$ cat src/design/base64_stream_encoder_top_defines.svh
// Assertion macros for the base64 stream encoder.
// Used by base64_stream_encoder_top; needs clk and arst_n in scope.
`ifndef BASE64_STREAM_ENCODER_TOP_DEFINES_SVH
`define BASE64_STREAM_ENCODER_TOP_DEFINES_SVH

`ifndef SYNTH
`define B64S_ASSERT(lbl, ante, cons) \
	lbl: assert property (@(posedge clk) disable iff (!arst_n) (ante) |-> (cons)) \
		else $error("base64 encoder check failed");
`define B64S_ASSERT_NEXT(lbl, ante, cons) \
	lbl: assert property (@(posedge clk) disable iff (!arst_n) (ante) |=> (cons)) \
		else $error("base64 encoder check failed");
`else
`define B64S_ASSERT(lbl, ante, cons)
`define B64S_ASSERT_NEXT(lbl, ante, cons)
`endif

`endif

$ cat src/design/b64s_pkg.sv
// Shared types, constants and the alphabet lookup for the base64 stream encoder.
// No dependencies.
package b64s_pkg;

	localparam int QUEUE_DEPTH_DEF = 2;
	localparam int GRP_W           = 24;
	localparam logic [7:0] PAD_CHAR = 8'h3D;

	// One closed group of one to three bytes, bytes left-aligned
	typedef struct packed {
		logic [GRP_W-1:0] bits;
		logic [1:0]       n;
		logic             last;
	} grp_t;

	typedef struct packed {
		logic full;
		logic empty;
	} q_stat_t;

	typedef struct packed {
		logic [1:0] held_count;
		logic       push;
	} front_stat_t;

	// Map a sextet to its character of the standard alphabet
	function automatic logic [7:0] b64_char(input logic [5:0] v);
		logic [7:0] c;
		if (v < 6'd26) begin
			c = 8'h41 + {2'b00, v};
		end else if (v < 6'd52) begin
			c = 8'h61 + {2'b00, v} - 8'd26;
		end else if (v < 6'd62) begin
			c = 8'h30 + {2'b00, v} - 8'd52;
		end else if (v == 6'd62) begin
			c = 8'h2B;
		end else begin
			c = 8'h2F;
		end
		return c;
	endfunction

endpackage

$ cat src/design/b64s_front.sv
// Front end: accepts input beats, collects bytes into groups, pushes closed groups.
// Depends on b64s_pkg.
module b64s_front (
	input  logic                  clk,
	input  logic                  arst_n,
	input  logic                  data_valid,
	output logic                  data_stall,
	input  logic [7:0]            data_byte,
	input  logic                  end_of_message,
	input  b64s_pkg::q_stat_t     q_stat,
	output logic                  push,
	output b64s_pkg::grp_t        push_grp,
	output b64s_pkg::front_stat_t stat
);
	import b64s_pkg::*;

	logic [15:0]      held_bytes_q;
	logic [1:0]       held_count_q;
	logic [GRP_W-1:0] grp;
	logic [1:0]       n;
	logic             close;
	logic             accept;

	// hold off input while the queue has no room
	assign data_stall = q_stat.full;
	assign accept     = data_valid && !data_stall;

	// merge the new byte with the waiting ones
	always_comb begin
		case (held_count_q)
			2'd0: begin
				grp = {data_byte, 16'h0000};
				n   = 2'd1;
			end
			2'd1: begin
				grp = {held_bytes_q[15:8], data_byte, 8'h00};
				n   = 2'd2;
			end
			default: begin
				grp = {held_bytes_q, data_byte};
				n   = 2'd3;
			end
		endcase
	end

	assign close         = (n == 2'd3) || end_of_message;
	assign push          = accept && close;
	assign push_grp.bits = grp;
	assign push_grp.n    = n;
	assign push_grp.last = end_of_message;

	// advance the byte collector
	always_ff @(posedge clk or negedge arst_n) begin
		if (!arst_n) begin
			held_bytes_q <= '0;
			held_count_q <= '0;
		end else if (accept) begin
			if (close) begin
				held_bytes_q <= '0;
				held_count_q <= '0;
			end else begin
				held_bytes_q <= grp[GRP_W-1:8];
				held_count_q <= n;
			end
		end
	end

	assign stat.held_count = held_count_q;
	assign stat.push       = push;

endmodule

$ cat src/design/b64s_queue.sv
// Short register queue of closed groups between front and back.
// Depends on b64s_pkg.
module b64s_queue #(
	parameter int DEPTH = b64s_pkg::QUEUE_DEPTH_DEF
) (
	input  logic              clk,
	input  logic              arst_n,
	input  logic              push,
	input  b64s_pkg::grp_t    push_grp,
	input  logic              pop,
	output b64s_pkg::grp_t    pop_grp,
	output b64s_pkg::q_stat_t stat
);
	import b64s_pkg::*;

	localparam int PTR_W = (DEPTH > 1) ? $clog2(DEPTH) : 1;
	localparam int CNT_W = $clog2(DEPTH + 1);

	grp_t             entry_q [DEPTH];
	logic [PTR_W-1:0] wr_ptr_q;
	logic [PTR_W-1:0] rd_ptr_q;
	logic [CNT_W-1:0] count_q;

	assign stat.full  = (count_q == CNT_W'(DEPTH));
	assign stat.empty = (count_q == '0);
	assign pop_grp    = entry_q[rd_ptr_q];

	// store pushed groups
	always_ff @(posedge clk) begin
		if (push) begin
			entry_q[wr_ptr_q] <= push_grp;
		end
	end

	// advance pointers and count
	always_ff @(posedge clk or negedge arst_n) begin
		if (!arst_n) begin
			wr_ptr_q <= '0;
			rd_ptr_q <= '0;
			count_q  <= '0;
		end else begin
			if (push) begin
				wr_ptr_q <= (wr_ptr_q == PTR_W'(DEPTH - 1)) ? '0 : wr_ptr_q + 1'b1;
			end
			if (pop) begin
				rd_ptr_q <= (rd_ptr_q == PTR_W'(DEPTH - 1)) ? '0 : rd_ptr_q + 1'b1;
			end
			if (push && !pop) begin
				count_q <= count_q + 1'b1;
			end else if (pop && !push) begin
				count_q <= count_q - 1'b1;
			end
		end
	end

endmodule

$ cat src/design/b64s_back.sv
// Back end: takes groups from the queue and sends four characters per group.
// Depends on b64s_pkg.
module b64s_back (
	input  logic              clk,
	input  logic              arst_n,
	input  b64s_pkg::q_stat_t q_stat,
	input  b64s_pkg::grp_t    pop_grp,
	output logic              pop,
	output logic              char_valid,
	input  logic              char_stall,
	output logic [7:0]        out_char,
	output logic              last_char
);
	import b64s_pkg::*;

	grp_t       cur_q;
	logic       busy_q;
	logic [1:0] idx_q;
	logic       char_valid_q;
	logic [7:0] out_char_q;
	logic       last_char_q;
	logic       advance;
	logic [5:0] sextet;
	logic       pad;
	logic [7:0] next_char;

	assign advance = !char_valid_q || !char_stall;
	assign pop     = !q_stat.empty && (!busy_q || (advance && idx_q == 2'd3));

	// pick the sextet for the current position
	always_comb begin
		case (idx_q)
			2'd0:    sextet = cur_q.bits[23:18];
			2'd1:    sextet = cur_q.bits[17:12];
			2'd2:    sextet = cur_q.bits[11:6];
			default: sextet = cur_q.bits[5:0];
		endcase
	end

	assign pad = ((idx_q == 2'd2) && (cur_q.n == 2'd1)) ||
	             ((idx_q == 2'd3) && (cur_q.n != 2'd3));
	assign next_char = pad ? PAD_CHAR : b64_char(sextet);

	// load the next group
	always_ff @(posedge clk) begin
		if (pop) begin
			cur_q <= pop_grp;
		end
	end

	// step through the group and drive the output register;
	// idx_q wraps to zero at the end of each group, so a new group starts at zero
	always_ff @(posedge clk or negedge arst_n) begin
		if (!arst_n) begin
			busy_q       <= 1'b0;
			idx_q        <= '0;
			char_valid_q <= 1'b0;
			out_char_q   <= '0;
			last_char_q  <= 1'b0;
		end else begin
			if (advance) begin
				char_valid_q <= busy_q;
				if (busy_q) begin
					out_char_q  <= next_char;
					last_char_q <= cur_q.last && (idx_q == 2'd3);
					idx_q       <= idx_q + 1'b1;
				end
			end
			if (pop) begin
				busy_q <= 1'b1;
			end else if (advance && busy_q && (idx_q == 2'd3)) begin
				busy_q <= 1'b0;
			end
		end
	end

	assign char_valid = char_valid_q;
	assign out_char   = out_char_q;
	assign last_char  = last_char_q;

endmodule

$ cat src/design/base64_stream_encoder_top.sv
// Top level of the base64 stream encoder: front, group queue and back.
// Depends on b64s_pkg, b64s_front, b64s_queue, b64s_back and the defines header.

// Encodes a byte stream as base64 (standard alphabet, '=' padding). One byte is
// taken per beat on the data channel; end_of_message closes the message, and
// last_char flags its final character. Characters leave one per cycle from an
// output register while char_stall is low, four per group of three bytes, so
// the character channel sets the sustained rate. Bytes are taken every cycle
// while the group queue (QUEUE_DEPTH groups) has room. The closing byte's group
// passes the queue and the back's group register before its first character.
`include "base64_stream_encoder_top_defines.svh"

module base64_stream_encoder_top #(
	parameter int QUEUE_DEPTH = b64s_pkg::QUEUE_DEPTH_DEF
) (
	input  logic       clk,
	input  logic       arst_n,
	input  logic       data_valid,
	output logic       data_stall,
	input  logic [7:0] data_byte,
	input  logic       end_of_message,
	output logic       char_valid,
	input  logic       char_stall,
	output logic [7:0] out_char,
	output logic       last_char
);
	import b64s_pkg::*;

	q_stat_t     q_stat;
	front_stat_t front_stat;
	grp_t        push_grp;
	grp_t        pop_grp;
	logic        push;
	logic        pop;

	b64s_front u_front (
		.clk            (clk),
		.arst_n         (arst_n),
		.data_valid     (data_valid),
		.data_stall     (data_stall),
		.data_byte      (data_byte),
		.end_of_message (end_of_message),
		.q_stat         (q_stat),
		.push           (push),
		.push_grp       (push_grp),
		.stat           (front_stat)
	);

	b64s_queue #(
		.DEPTH (QUEUE_DEPTH)
	) u_queue (
		.clk      (clk),
		.arst_n   (arst_n),
		.push     (push),
		.push_grp (push_grp),
		.pop      (pop),
		.pop_grp  (pop_grp),
		.stat     (q_stat)
	);

	b64s_back u_back (
		.clk        (clk),
		.arst_n     (arst_n),
		.q_stat     (q_stat),
		.pop_grp    (pop_grp),
		.pop        (pop),
		.char_valid (char_valid),
		.char_stall (char_stall),
		.out_char   (out_char),
		.last_char  (last_char)
	);

	// the collector never holds a full group
	`B64S_ASSERT(a_held_below_three, 1'b1, front_stat.held_count != 2'd3)
	// a push never lands on a full queue
	`B64S_ASSERT(a_no_push_full, front_stat.push, !q_stat.full)
	// the back only pops stored groups
	`B64S_ASSERT(a_no_pop_empty, pop, !q_stat.empty)
	// a closing push leaves the collector empty
	`B64S_ASSERT_NEXT(a_push_clears, front_stat.push, front_stat.held_count == 2'd0)

endmodule

$ cat config.mk
export PLATFORM = sky130hd
export DESIGN_NAME = base64_stream_encoder_top
export DESIGN_NICKNAME = d
export VERILOG_FILES = /design/src/design/b64s_pkg.sv /design/src/design/b64s_front.sv /design/src/design/b64s_queue.sv /design/src/design/b64s_back.sv /design/src/design/base64_stream_encoder_top.sv
export VERILOG_INCLUDE_DIRS = /design/src /design/src/design
export SDC_FILE = /design/constraint.sdc
export NUM_CORES = 1
export LEC_CHECK = 0
export ABC_AREA = 1
export BUFFER_PORTS_ARGS = -buffer_cell sky130_fd_sc_hd__buf_2
export CORE_MARGIN = 3
export CORE_UTILIZATION = 60
export CTS_CLUSTER_SIZE = 10
export DETAILED_ROUTE_END_ITERATION = 16
export PLACE_DENSITY = 0.78
export SYNTH_ARGS = -nofsm -noshare
export SYNTH_HDL_FRONTEND = slang
export SYNTH_HIERARCHICAL = 1
export SYNTH_SLANG_ARGS = --single-unit
$ cat constraint.sdc
create_clock -name clk -period 4.1 [get_ports clk]
set_input_delay 0.41 -clock clk [delete_from_list [all_inputs] [get_ports clk]]
set_output_delay 0.41 -clock clk [all_outputs]
set_load 0.03 [all_outputs]
* After elaboration in Yosys (flattened, before gate mapping) *
Memory sizes are Yosys's and may differ from the RTL's. A register that Yosys moved wholly into a read port is not among the register bits.
Index checks and enable logic that the tools add are counted.

cells by class
  $add $sub $neg = 10
  order comparisons = 3
  eq/ne operators = 9
  mux-type cells = 18
  reductions and logical operators = 28

operators with widths
  kind                                                                           count
  24-bit case mux with 2 select lines                                            1
  8-bit two-way mux                                                              4
  6-bit case mux with 3 select lines                                             1
  7-bit by 6-bit adder with 8-bit output (first input constant)                  2
  16-bit two-way mux                                                             1
  6-bit less-than comparator (second input constant)                             2
  1-bit logical AND                                                              11
  2-bit equality test (second input constant)                                    4
  8-bit by 5-bit subtractor with 8-bit output (second input constant)            1
  8-bit by 6-bit subtractor with 8-bit output (second input constant)            1
  6-bit by 6-bit adder with 7-bit output (first input constant)                  1
  1-bit logical NOT                                                              7
  2-bit by 1-bit equality test with 1-bit output (second input constant)         3
  6-bit equality test (second input constant)                                    1
  2-bit logical NOT                                                              3
  6-bit by 5-bit less-than comparator with 1-bit output (second input constant)  1
  1-bit two-way mux                                                              6
  2-bit two-way mux                                                              3
  2-bit by 1-bit adder with 2-bit output (second input constant)                 2
  1-bit logical OR                                                               4
  2-bit case mux with 2 select lines                                             1
  2-bit nonzero test                                                             2
  3-bit two-way mux                                                              1
  1-bit adder (second input constant)                                            2
  other kinds (3)                                                                3

word-level totals
  flip-flop bits (word level) = 35
  memory bits (writable) = 54
  bits of input ports = 13
  output and inout port bits = 11
  logic and storage cells = 79
  memories kept = 1

memories
  name             words  width  rd ports  clocked after memory_dff  wr ports  line              RTL
  u_queue.entry_q  2      27     1         1                         1         b64s_queue.sv:19  grp_t entry_q [DEPTH];

* Depth between registers and ports, before layout *
Gate-level depths: netlist of the first run.

  word-level depth = 9
  mapped depth = 17

* Hierarchy *
The synthesis of the first run kept the hierarchy.

by module, submodules not included
  module      instances  cells an instance  area an instance (µm²)  sequential area each (µm²)
  b64s_queue  1          109                2,254.7                 1,721.7
  b64s_back   1          204                1,986.9                 1,136.1
  b64s_front  1          156                1,061.0                 450.4

* Worst setup path before layout of the first run *
No wires, ideal clock.

  path kind = reg-to-reg
  start = register u_queue.count_q[1]
  end = memory u_queue/entry_q[0][0] in the netlist's numbering (enable)
  setup time = 411 ps
  arrival time = 2,477 ps
  required time = 3,689 ps
  path slack = 1,213 ps
  cell stages (with the launch flop) = 10
  buffers on the path = 2
  path through = dfrtp_1 -> inv_1 -> nor2_1 -> inv_1 -> nand2_1 -> buf_4 -> buf_4 -> nor2_1 -> inv_1 -> nor2_1

RTL lines
  element                 line              RTL
  start, declared         b64s_queue.sv:22  logic [CNT_W-1:0] count_q;
  start signal, assigned  b64s_queue.sv:49  count_q <= count_q + 1'b1;
  start signal, assigned  b64s_queue.sv:51  count_q <= count_q - 1'b1;
  end, declared           b64s_queue.sv:19

* Worst setup path in the final report of the first run *
  start = register u_queue.count_q[1]
  end = memory u_queue/entry_q[1][25] in the netlist's numbering (enable)

on the way
  longest elaborated chain between the ends = 6

ends and longest elaborated chain
  element                                  line                             RTL
  2-bit equality test                      b64s_queue.sv:24                 assign stat.full = (count_q == CNT_W'(DEPTH));
  1-bit logical NOT                        b64s_front.sv:26                 assign accept = data_valid && !data_stall;
  1-bit logical AND                        b64s_front.sv:26
  1-bit logical AND                        b64s_front.sv:47                 assign push = accept && close;
  net push                                 base64_stream_encoder_top.sv:33  logic push;
  1-bit two-way mux                        b64s_queue.sv:30                 if (push) begin
  1-bit two-way mux (implied by the code)  b64s_queue.sv:31                 entry_q[wr_ptr_q] <= push_grp;

The timed path passes the listed nets, and every way through them passes these cells.

==> run_results.csv, run 1 <==
group,metric,value,unit
status,status,"finished clean",
cts,cts-root-buf,"clkbuf_8",
synth,syn_inst,468,
worst_setup_path,startpoint,"u_queue/count_q[1]",
cts,holdBufCountCts,0,
final_layout,nets,519,
final_layout,drive_above_1_share,22.1,%
cts,clkTransAtPathRegs,0.05,ns
global_route,grt-ovfl-total,0,
worst_setup_path,critPathCapture,"u_queue/entry_q[1][25]",
worst_setup_path,cp_max_fo,27,
sta,worstMarginPinSlew,1.22,ns
global_route,grt_max_degree,36,
global_route,grtUsageTotal,20.6,%
synth,synth.cell_area,5300,um2
cts,cts_buffer_depth,2,
pwr,p_sw,1.96,mW
sta,fin_skew,0.00696,ns
pwr,combPwrFrac,36.6,%
synth,syn-num-nets,488,
floorplanning,start_util,63.2,%
final_layout,final_common_cell,"nand2_1",
sta,final_hold_viol_count,0,
cts,clock_latency,0.49,ns
pwr,total_power,5.31,mW
global_route,grt_pass1_vias,3344,
synth,syn-mean-instance-area,11.3,um2
floorplanning,row_count,33,
drt,wl,9440,um
drt,drt_iter0_drc,177,
floorplanning,io_pins,24,
global_route,grt_antenna_before_repair,0,
pwr,switching_share,36.9,%
sta,fin_crit_sh,68.1,%
drt,drtAntennaViolNets,0,
floorplanning,fp.dieH,99.9,um
cts,htreeDepth,4,
sta,final.setup.tns,0,ns
final_layout,final_cell_mix,"162 x nand2_1, 81 x edfxtp_1, 38 x nor2_1",
drt,viasPerCell,5.42,
sta,finalSetupViolCount,0,
worst_setup_path,reg2reg_from,"u_queue/count_q[1]",
cts,cts_tree,"built",
sta,slew_headroom,18.9,%
drt,first_pass_iters,5,
placement,gp_congestion,0.855,
sta,rsz0062_at_grt,"no",
pwr,peakVddDrop,0.000445,V
worst_setup_path,regToRegSetupSlack,1.31,ns
cts,cts_buffers,17,
run,maxCapViolations,0,
pwr,seqPwrFrac,37.0,%
final_layout,fillCellCount,531,
worst_setup_path,worstRegToRegCells,7,
min_path,min_path_type,"primary input to async pin",
floorplanning,dieArea,9990,um2
worst_setup_path,r2r-end,"u_queue/entry_q[1][25]",
cts,cts.sinks,116,
synth,yosys_warnings,6,
sta,max_freq,358,MHz
floorplanning,core,8380,um2
placement,dp.cells,585,
pwr,p_clk_share,26.4,%
worst_setup_path,critPathKind,"flop to flop",
placement,post-dp-hpwl,6140,um
global_route,grt_pass1_wl,15800,um
worst_setup_path,start_kind,"flop",
cts,post-cts-setup-buffers,0,
placement,io_buffers,23,
drt,wire_per_inst,15.3,um
final_layout,syn_to_final_growth,13.7,%
pwr,p_leak,2.71,nW
floorplanning,die_w,99.9,um
pwr,powerDensity,882,nW/um2
worst_setup_path,critical_path_required,4.21,ns
final_layout,num_antenna_cells,0,
final_layout,final_util,71.8,%
sta,slew_viol_final,0,
drt,drc,0,
final_layout,finalNonFillerCells,617,
sta,fin_crit,2.79,ns
pwr,p_int,3.35,mW
worst_setup_path,arrival,2.91,ns
cts,cts_resized,0,
drt,vias,3345,
worst_setup_path,end_kind,"flop",
[layout make-up]
cell class                      count  area [um2]  area share (%)
Sequential cell                   116        3310            54.9
Tap cell                          105         131            2.18
Timing Repair Buffer               26         138            2.29
Multi-Input combinational cell    306        1740            28.9
Clock buffer                       26         551            9.14
Clock inverter                      6        36.3           0.603
Inverter                           32         120            1.99
[power by group through the flow]
| stage | clock network (mW) | registers [mW] | logic [mW] |
|---|---|---|---|
| after floorplan | 0 | 1.93 | 1.60 |
| after global placement | 0 | 1.95 | 1.86 |
| after detailed placement | 0 | 1.98 | 1.92 |
| after CTS | 1.42 | 1.96 | 1.94 |
| after global routing | 1.47 | 2.00 | 2.18 |
| final | 1.40 | 1.96 | 1.94 |
[how the worst min path moves through the flow]
stage | cells past startpoint | from | slack (ns) | endpoint
after floorplan | 0 | arst_n | 0.11 | u_back/busy_q
after global placement | 2 | u_back/busy_q | 0.45 | u_back/char_valid
after detailed placement | 2 | u_back/busy_q | 0.46 | u_back/char_valid
after CTS | 1 | arst_n | 0.009 | u_back/out_char[1]
after global routing | 1 | arst_n | 0.05 | u_back/out_char[1]
final | 1 | arst_n | 0.008 | u_back/out_char[3]
[per-layer routing]
metal  global-route usage, %  vias up  wire, um
met1                    26.3     1585      4090
met3                    5.28       15       472
met5                       0        -         0
met2                    34.6      139      4750
li1                        -     1606         -
met4                    6.51        0       129
[sequential cells by signal, indices dropped and copies added, names as in the netlist]
name                  flops
u_back/busy_q             1
u_back/char_valid         1
u_back/cur_q             27
u_back/idx_q              2
u_back/last_char          1
u_back/out_char           8
u_front/held_bytes_q     16
u_front/held_count_q      2
u_queue/count_q           2
u_queue/entry_q          54
u_queue/rd_ptr_q          1
u_queue/wr_ptr_q          1
[through the flow]
stage                     worst slack, ns  hold WS, ns  instance area, um2
final                                1.31      0.00814                6020
after global routing                 1.09       0.0471                6020
after CTS                            1.29      0.00881                6020
after detailed placement             1.34        0.463                5440
after global placement               1.47        0.453                5440
after floorplan                      1.25        0.114                5300
[worst max-delay path, cell delays in order, from the launching register on]
cell     delay (ns)
dfrtp_1        0.40
inv_1          0.09
nor2_1         0.06
inv_1          0.08
nand2_1        0.45
nor2_1         0.47
nand2_1        0.09
inv_1          0.75
Power figures use the tool's default switching activity.
==> run 2: changes to the inputs <==
==> constraint.sdc (replaced) <==
create_clock -name clk -period 2.85 [get_ports clk]
set_input_delay 0.285 -clock clk [delete_from_list [all_inputs] [get_ports clk]]
set_output_delay 0.285 -clock clk [all_outputs]
set_load 0.03 [all_outputs]
==> run 2 against run 1 <==
Count of clock-buffer cells in the layout down 7. Flip-flop and latch count stayed put. Routed wire length grew 1.7%. Register-to-register slack got worse by 0.64 ns. Clock skew increased by 0.0058 ns. Global-route usage is 0.77 points higher. Largest cell class unchanged.
==> run_results.csv, run 2 (synthesis results as in run 1) <==
group,metric,value,unit
final_layout,regArea,3310,um2
worst_setup_path,critical_path_required,3.28,ns
status,status,"finished clean",
final_layout,top_register,"u_queue/entry_q",
pwr,total_power,7.79,mW
run,maxCapViolations,0,
worst_setup_path,cp_slowest_cell,"dfrtp_1",
drt,wire_per_inst,15.4,um
cts,cts_buffer_depth,2,
global_route,grtUsageTotal,21.3,%
pwr,peakVddDrop,0.000678,V
worst_setup_path,end_kind,"flop",
worst_setup_path,cp_cell_sequence,"ha_1 -> inv_2 -> nor2_1 -> nor2_4 -> inv_2 -> ha_1 -> inv_1 -> nand3_1 -> nand2_1 -> inv_1 -> nand2_1 -> nand2_1 -> nor2_1 -> nor2_1 -> nor2_1",
sta,fin_crit,2.18,ns
global_route,grt_pass1_wl,16100,um
cts,post-cts-setup-buffers,0,
sta,fin_skew,0.0128,ns
worst_setup_path,max_stage_delay,0.41,ns
cts,cts_resized,0,
drt,first_pass_iters,6,
cts,clkTransAtPathRegs,0.06,ns
global_route,grt_antenna_before_repair,0,
floorplanning,start_util,63.2,%
worst_setup_path,cp_max_fo,13,
final_layout,num_antenna_cells,0,
worst_setup_path,cp_common_cell,"nor2_1",
floorplanning,fp.dieH,99.9,um
worst_setup_path,start_kind,"flop",
sta,worstMarginPinSlew,0.783,ns
placement,post-dp-hpwl,6390,um
min_path,min_path_type,"primary input to flop",
sta,finalSetupViolCount,0,
floorplanning,row_count,33,
sta,max_freq,458,MHz
cts,cts-root-buf,"clkbuf_8",
cts,cts.sinks,116,
cts,cts_tree,"built",
pwr,p_leak,2.74,nW
floorplanning,io_pins,24,
pwr,powerDensity,1280,nW/um2
final_layout,drive_above_1_share,22.4,%
final_layout,multi_input_area,1740,um2
placement,io_buffers,23,
drt,drt_iter0_drc,224,
final_layout,final_util,72.6,%
final_layout,final_common_cell,"nand2_1",
drt,drc,0,
final_layout,nets,524,
sta,rsz0062_at_grt,"no",
drt,viasPerCell,5.49,
placement,gp_congestion,0.896,
floorplanning,die_w,99.9,um
floorplanning,dieArea,9990,um2
final_layout,largest_reg_flops,54,
global_route,grt_pass1_vias,3399,
final_layout,final_cell_mix,"162 x nand2_1, 81 x edfxtp_1, 38 x nor2_1",
sta,final.setup.tns,0,ns
sta,fin_crit_sh,76.6,%
global_route,grt-ovfl-total,0,
global_route,grt_max_degree,36,
worst_setup_path,critPathKind,"flop to flop",
drt,drtAntennaViolNets,0,
sta,slew_viol_final,0,
cts,cts_buffers,17,
sta,final_hold_viol_count,0,
drt,vias,3412,
sta,slew_headroom,47.8,%
worst_setup_path,arrival,2.61,ns
final_layout,fillCellCount,563,
final_layout,top_regs,"u_queue/entry_q x54, u_back/cur_q x27, u_front/held_bytes_q x16",
sta,holdWs,0.0294,ns
floorplanning,core,8380,um2
cts,htreeDepth,4,
cts,clock_latency,0.51,ns
drt,wl,9590,um
final_layout,syn_to_final_growth,15.0,%
## run 2: cell types whose count changed in the layout (fill, tap and decap cells not counted)
cell / delta
dlygate4sd3_1: +2
clkbuf_8: -6
clkbuf_1: -1
clkinv_4: +5
bufinv_16: +2
inv_4: -1
clkinv_1: +1
inv_6: +2
clkinv_2: -2
buf_4: +3
## run 2: final timing paths
path,slack (ns),to,start,depth (start not counted)
max in group asynchronous,1.94,u_front/held_bytes_q[7],arst_n,2
min in group asynchronous,0.41,u_back/idx_q[0],arst_n,2
worst max-delay path,0.67,u_back/out_char[2],u_back/idx_q[0],15
worst min register to register,0.48,u_back/out_char[5],u_back/out_char[5],2
worst max register to register,0.67,u_back/out_char[2],u_back/idx_q[0],15
worst min-delay path,0.03,u_back/char_valid,char_stall,3
## run 2: layer usage
layer	track usage, %	wire length, um	vias up
li1	-	-	1617
met1	26.3	4080	1631
met2	34.5	4810	138
met3	6.88	504	26
met4	9.66	195	0
met5	0	0	-
## run 2: metrics by stage
stage / setup slack, ns / instance area (um2) / std cells
6_report: 0.668 / 6090 / 622
5_1_grt: 0.393 / 6090 / 622
4_1_cts: 0.686 / 6080 / 621
3_5_place_dp: 0.711 / 5460 / 588
3_3_place_gp: 0.838 / 5460 / 588
2_1_floorplan: 0.107 / 5300 / 468
## run 2: layout make-up
type | count | area share [%]
timing repair buffer | 31 | 2.96
clock buffer | 19 | 7.63
clock inverter | 13 | 2.38
sequential | 116 | 54.3
multi-input combinational | 306 | 28.6
tap | 105 | 2.16
inverter | 32 | 1.97
## run 2: worst max-delay path, delay by kind of cell (launching register included)
kind,cells,cell delay (ns)
AND/OR/NAND/NOR,9,0.80
flip-flops,1,0.41
adder cells (fa/ha/maj),2,0.47
buffers and inverters,4,0.41
## run 2: what timing repair did
item / in CTS / in global routing
hold buffers: 1 / 1
setup endpoints to repair: 0 / 0
endpoints found under the hold margin: 35 / 2
## run 2: power breakdown
group          switching (mW)  internal [mW]
combinational            1.93           1.04
clock                   0.751           1.35
sequential              0.235           2.48
